--- src/design/tpp_pkg.sv ---
// shared constants and types for the two-plane prom pixel colour core
package tpp_pkg;

  localparam int VideoBytesDefault = 16384;
  localparam int PromDepthDefault  = 256;

  localparam int OffsetW  = 14;
  localparam int ByteW    = 8;
  localparam int PaletteW = 5;
  localparam int VariantW = 2;
  localparam int CfgIdxW  = 2;
  localparam int CfgDataW = 8;

  typedef logic [ByteW-1:0]    byte_t;
  typedef logic [PaletteW-1:0] palette_t;
  typedef logic [VariantW-1:0] variant_t;
  typedef logic [CfgIdxW-1:0]  cfg_idx_t;
  typedef logic [CfgDataW-1:0] cfg_data_t;
  typedef logic [OffsetW-1:0]  offset_t;

  localparam cfg_idx_t RegPaletteOne = 2'd0;
  localparam cfg_idx_t RegPaletteTwo = 2'd1;
  localparam cfg_idx_t RegFlip       = 2'd2;
  localparam cfg_idx_t RegVariant    = 2'd3;

  localparam variant_t VariantFirst = 2'd0;

  localparam logic KindPixels = 1'b0;
  localparam logic KindLoad   = 1'b1;

  localparam logic PromOne = 1'b0;

endpackage

--- src/design/two_plane_prom_pixel_colour_core.sv ---
// two-plane prom pixel colour core: table loads and byte pair to pixel conversion
// a byte pair beat passes from the item register to stage one (table one read)
// and stage two (output); a table load writes its table on issue; the four pixels
// leave the item register, and the output, one per cycle while out_stall is low
// the two colour tables are synchronous memories read back to back
// reset clears config registers and pipeline valids; table contents stay undefined
module two_plane_prom_pixel_colour_core #(
  parameter int VIDEO_BYTES = tpp_pkg::VideoBytesDefault,
  parameter int PROM_DEPTH  = tpp_pkg::PromDepthDefault
) (
  input  logic               clk,
  input  logic               rst_n,
  input  logic               in_valid,
  output logic               in_stall,
  input  logic               in_kind,
  input  tpp_pkg::offset_t   in_offset,
  input  tpp_pkg::byte_t     in_plane_one_byte,
  input  tpp_pkg::byte_t     in_plane_two_byte,
  input  logic               in_prom_select,
  input  tpp_pkg::byte_t     in_prom_address,
  input  tpp_pkg::byte_t     in_prom_data,
  output logic               out_valid,
  input  logic               out_stall,
  output tpp_pkg::byte_t     out_pixel_x,
  output tpp_pkg::byte_t     out_pixel_y,
  output logic               out_red,
  output logic               out_green,
  output logic               out_blue,
  output logic               out_last_pixel,
  input  logic               cfg_valid,
  output logic               cfg_ready,
  input  tpp_pkg::cfg_idx_t  cfg_index,
  input  tpp_pkg::cfg_data_t cfg_data
);
  import tpp_pkg::*;

  localparam logic [OffsetW:0] VideoLimit = (OffsetW+1)'(VIDEO_BYTES);

  // config registers
  palette_t palette_one_r, palette_two_r;
  logic     flip_r;
  variant_t variant_r;

  // item register
  logic       cur_valid_r, cur_kind_r, cur_sel_r;
  offset_t    cur_off_r;
  byte_t      cur_d1_r, cur_d2_r, cur_addr_r, cur_data_r;
  logic [1:0] idx_r;

  // stage one: table one data pending
  logic       s1_valid_r, s1_last_r, s1_pb_r;
  byte_t      s1_x_r, s1_y_r;
  logic [1:0] s1_code2_r;

  // stage two: output
  logic  out_valid_r, out_last_r;
  byte_t out_x_r, out_y_r, c1_r;

  byte_t mem_one [PROM_DEPTH];
  byte_t mem_two [PROM_DEPTH];
  byte_t rd1_r, rd2_r;

  logic       adv, issue, cur_done, in_ready, in_acc, in_keep;
  logic [7:0] s1_sh, s2_sh;
  logic [1:0] code1;
  byte_t      a1, a2, x_raw, y_raw;
  logic       bit7_two;
  logic [2:0] colour;

  assign cfg_ready = 1'b1;

  assign adv      = !out_valid_r || !out_stall;
  assign issue    = adv && cur_valid_r;
  assign cur_done = issue && (cur_kind_r == KindLoad || idx_r == 2'd3);
  assign in_ready = !cur_valid_r || cur_done;
  assign in_stall = !in_ready;
  assign in_acc   = in_valid && in_ready;
  assign in_keep  = (in_kind == KindLoad) || ({1'b0, in_offset} < VideoLimit);

  always_comb begin
    s1_sh = cur_d1_r >> idx_r;
    s2_sh = cur_d2_r >> idx_r;
    code1 = {s1_sh[4], s1_sh[0]};
    a1    = {(variant_r == VariantFirst) ? palette_one_r[1] : 1'b0, palette_one_r, code1};
    x_raw = {cur_off_r[5:0], idx_r};
    y_raw = cur_off_r[13:6];
    bit7_two = (variant_r == VariantFirst) ? (palette_two_r[1] | rd1_r[0] | rd1_r[1])
                                           : s1_pb_r;
    a2     = {bit7_two, palette_two_r, s1_code2_r};
    colour = c1_r[2:0] | rd2_r[2:0];
  end

  always_ff @(posedge clk) begin
    if (!rst_n) begin
      palette_one_r <= '0;
      palette_two_r <= '0;
      flip_r        <= 1'b0;
      variant_r     <= '0;
    end else if (cfg_valid && cfg_ready) begin
      case (cfg_index)
        RegPaletteOne: palette_one_r <= cfg_data[PaletteW-1:0];
        RegPaletteTwo: palette_two_r <= cfg_data[PaletteW-1:0];
        RegFlip:       flip_r        <= cfg_data[0];
        RegVariant:    variant_r     <= cfg_data[VariantW-1:0];
        default:       ;
      endcase
    end
  end

  always_ff @(posedge clk) begin
    if (!rst_n) begin
      cur_valid_r <= 1'b0;
      idx_r       <= '0;
      s1_valid_r  <= 1'b0;
      out_valid_r <= 1'b0;
    end else begin
      if (in_acc) begin
        cur_valid_r <= in_keep;
        idx_r       <= '0;
      end else begin
        if (cur_done) cur_valid_r <= 1'b0;
        if (issue) idx_r <= idx_r + 2'd1;
      end
      if (adv) begin
        s1_valid_r  <= issue && (cur_kind_r == KindPixels);
        out_valid_r <= s1_valid_r;
      end
    end
  end

  always_ff @(posedge clk) begin
    if (in_acc) begin
      cur_kind_r <= in_kind;
      cur_sel_r  <= in_prom_select;
      cur_off_r  <= in_offset;
      cur_d1_r   <= in_plane_one_byte;
      cur_d2_r   <= in_plane_two_byte;
      cur_addr_r <= in_prom_address;
      cur_data_r <= in_prom_data;
    end
    if (adv) begin
      s1_x_r     <= flip_r ? ~x_raw : x_raw;
      s1_y_r     <= flip_r ? ~y_raw : y_raw;
      s1_last_r  <= (idx_r == 2'd3);
      s1_pb_r    <= s1_sh[4] | s1_sh[0];
      s1_code2_r <= {s2_sh[4], s2_sh[0]};
      out_x_r    <= s1_x_r;
      out_y_r    <= s1_y_r;
      out_last_r <= s1_last_r;
      c1_r       <= rd1_r;
    end
  end

  // table one: read for the issuing pixel, write on a load beat
  always_ff @(posedge clk) begin
    if (adv) begin
      rd1_r <= mem_one[a1];
      if (issue && cur_kind_r == KindLoad && cur_sel_r == PromOne) begin
        mem_one[cur_addr_r] <= cur_data_r;
      end
    end
  end

  // table two: read from stage one data and table one read data, old data on a same-cycle write
  always_ff @(posedge clk) begin
    if (adv) begin
      rd2_r <= mem_two[a2];
      if (issue && cur_kind_r == KindLoad && cur_sel_r != PromOne) begin
        mem_two[cur_addr_r] <= cur_data_r;
      end
    end
  end

  assign out_valid      = out_valid_r;
  assign out_pixel_x    = out_x_r;
  assign out_pixel_y    = out_y_r;
  assign out_last_pixel = out_last_r;
  assign out_red        = variant_r[1] ? colour[2] : colour[0];
  assign out_green      = colour[1];
  assign out_blue       = variant_r[1] ? colour[0] : colour[2];

endmodule
--- config.mk ---
export PLATFORM = sky130hd
export DESIGN_NAME = two_plane_prom_pixel_colour_core
export DESIGN_NICKNAME = d
export VERILOG_FILES = /design/src/design/tpp_pkg.sv /design/src/design/two_plane_prom_pixel_colour_core.sv
export SDC_FILE = /design/constraint.sdc
export NUM_CORES = 2
export LEC_CHECK = 0
export ABC_AREA = 1
export BUFFER_PORTS_ARGS = -buffer_cell sky130_fd_sc_hd__buf_2
export CELL_PAD_IN_SITES_DETAIL_PLACEMENT = 1
export CELL_PAD_IN_SITES_GLOBAL_PLACEMENT = 2
export CORE_UTILIZATION = 35
export CTS_BUF_LIST = sky130_fd_sc_hd__clkbuf_4
export CTS_CLUSTER_SIZE = 8
export DETAILED_ROUTE_END_ITERATION = 7
export GPL_ROUTABILITY_DRIVEN = 0
export PLACE_DENSITY_LB_ADDON = 0.05
export SKIP_LAST_GASP = 1
export SYNTH_ARGS = -nofsm -noshare
export SYNTH_HDL_FRONTEND = slang
export SYNTH_SLANG_ARGS = --single-unit
--- constraint.sdc ---
create_clock -name clk -period 13.9 [get_ports clk]
set_input_delay 2.78 -clock clk [delete_from_list [all_inputs] [get_ports clk]]
set_output_delay 2.78 -clock clk [all_outputs]
set_load 0.1 [all_outputs]
==> qor.yml <==
outcome: "finished, final reports clean"
p_leak_uw: 0.02762
grt_usage_pct: 23.05
path_clk_slew_ns: 0.06
placement.cell_area_um2: 72800
required_ns: 11.12
yosysTopAreaCell: "edfxtp_1"
cp-start-kind: "input pin"
cts_root_buf: "clkbuf_4"
final_common_cell: "edfxtp_1"
grt_start_max_net_pins: 199
worst_pin_slew_ns: 1.109
finalPower_uw: 11040
layout-drive-gt1-share_pct: 13.88
syn2layout_area_growth_pct: 11.72
rsz0062_at_grt: "false"
ys_seq_area_share_pct: 69.90
grt-ovfl-total: 0
fp.dieH_um: 450.3
cts_resized: 0
tns_ns: 0
grt_pass1_vias: 53108
cp-end-kind: "output pin"
slew_headroom_pct: 26.04
post_drt_wl_per_cell_um: 25.23
pwr_density_cell_nw_per_um2: 140.5
drt-total-wl_um: 235200
fin_crit_ns: 6.497
crit_type: "input pin to output pin"
cts_hold_buf: 0
initial_core_util_pct: 35.22
drc: 0
syn_avg_cell_area_um2: 11.35
final_net_count: 6394
finClkSkew_ns: 0.08721
yosysUniqueCellTypes: 31
critPathBufInv: 4
vdd_ir_drop_max_v: 0.00005291
die_area_um2: 202700
final_cell_mix: "edfxtp_1 (1625), nand2_1 (941), nand3_1 (745), clkbuf_4 (677), nor3_1 (515)"
vias: 49016
critPathTopFamily: "buffers and inverters"
drtPass1Iterations: 5
portBuffers: 76
first_iter_violations: 2784
h-tree-depth: 5
path_cells: "buf_2, nand2_2, inv_1, o21ai_0, inv_1, buf_2"
syn-cell-area_um2: 70320
critical_path.max_fanout: 3
rows: 164
hp-class: "register to register"
core_um2: 199700
vias_per_cell: 5.256
cts_tree: "yes"
cap_violations: 0
post-cts-setup-buffers: 0
syn_nets: 6259
antenna_found_initial: 8
synth_top_area_share_pct: 69.39
numCtsBuffers: 465
synth_cells: 6195
drv_slew: 0
cts_buffer_depth: 4
fin_util_pct: 39.35
ant_nets: 0
fin_crit_sh_pct: 46.74
stdcell_count: 9325
grt_first_pass_wirelength_um: 347400
setup_viol: 0
slowest_delay_ns: 0.47
yosys-top-cells-area: "edfxtp_1 (69%), nand3_1 (5.3%), nand2_1 (5.1%)"
hpwl_um: 123600
clock-sinks: 1643
ys_warn_count: 0
fmax_mhz: 153.9
finalHoldViolCount: 0
clk_latency_ns: 1.42
final_area_um2: 78570
die_width_um: 450.3
worstPathArrival_ns: 3.72
dpl.cell_count: 8519
cp_slowest_cell: "buf_2"
ios: 86
yosys_register_bits: 1643
==> logic make-up (layout without fill, tap and decap cells) <==
| group | Yosys count | in the layout | share of synthesized area, % |
|---|---|---|---|
| and+or+nand+nor | 2827 | 2827 | 18.46 |
| DFF | 1643 | 1643 | 69.90 |
| buffers and inverters | 956 | 1423 | 5.644 |
| AOI/OAI and AO/OA | 751 | 751 | 5.779 |
| xor gates and xnor gates | 16 | 16 | 0.1993 |
| adders and majority gates | 1 | 1 | 0.01779 |
| other | 1 | 8 | 0.005332 |
==> synth_stat cells <==
library cell	count
edfxtp_1	1625
nand2_1	958
nand3_1	746
nor3_1	515
inv_1	440
nor2_1	400
o21ai_0	379
clkbuf_1	284
nand3b_1	199
o22ai_1	187
buf_2	136
o21ai_1	112
a21oi_1	47
buf_4	42
buf_1	38
o211ai_1	21
dfxtp_1	18
xor2_1	16
buf_6	7
inv_2	7
and3_1	4
a31o_1	3
a31o_2	2
clkinv_1	2
conb_1	1
ha_1	1
nand2_2	1
nand2_4	1
nand3_2	1
nand3_4	1
or2_2	1
==> final timing paths <==
path,endpoint,slack (ns),depth (start not counted),from
setup / recovery,in_stall,7.40,6,out_stall
hold / removal,out_last_pixel,0.40,0,s1_last_r
setup reg to reg,rd1_r[0],8.46,15,idx_r[0]
hold reg to reg,out_last_pixel,0.40,0,s1_last_r
==> state kept, by name (all words and copies together) (netlist names), 2 cells and up <==
name and count:
cur_data_r 3, palette_one_r 5, mem_one 768, cur_d1_r 8, idx_r 2, variant_r 2, out_pixel_y 8, palette_two_r 5
s1_x_r 8, cur_off_r 14, out_pixel_x 8, s1_code2_r 2, c1_r 3, cur_d2_r 8, s1_y_r 8, mem_two 768
cur_addr_r 8, rd2_r 3, rd1_r 3
==> final cells by class <==
type                       count  area [um2]
antenna                        7       17.52
clock buffer                 677        5082
clock inverter               122       670.6
fill                       21680      121100
inverter                     449        1710
multi-input combinational   3596       17370
sequential                  1643       49170
tap                         2656        3323
timing repair buffer         175        1224
==> power by group <==
part / switching, uW / internal, uW / total, uW / leakage, uW
registers: 26.9 / 5490 / 5520 / 0.0149
clock network: 2090 / 2340 / 4430 / 0.00345
logic: 855 / 239 / 1090 / 0.00931
==> routing by layer <==
metal	share of wire, %	wire length (um)	GRT usage (%)	up-vias
li1	-	-	-	22578
met1	45	106000	29.98	25121
met2	49	115200	39.37	959
met3	3.8	8848	3.710	358
met4	2.2	5171	6.856	0
met5	0	0	0	-
==> stage by stage <==
step                      hold slack [ns]  setup slack (ns)
after detailed placement           0.4052             7.402
after CTS                          0.4107             7.401
final                              0.4045             7.403
after global routing               0.4273             7.356
after floorplan                    0.4003             6.307
after global placement             0.4009             7.410
Power figures use the tool's default switching activity.
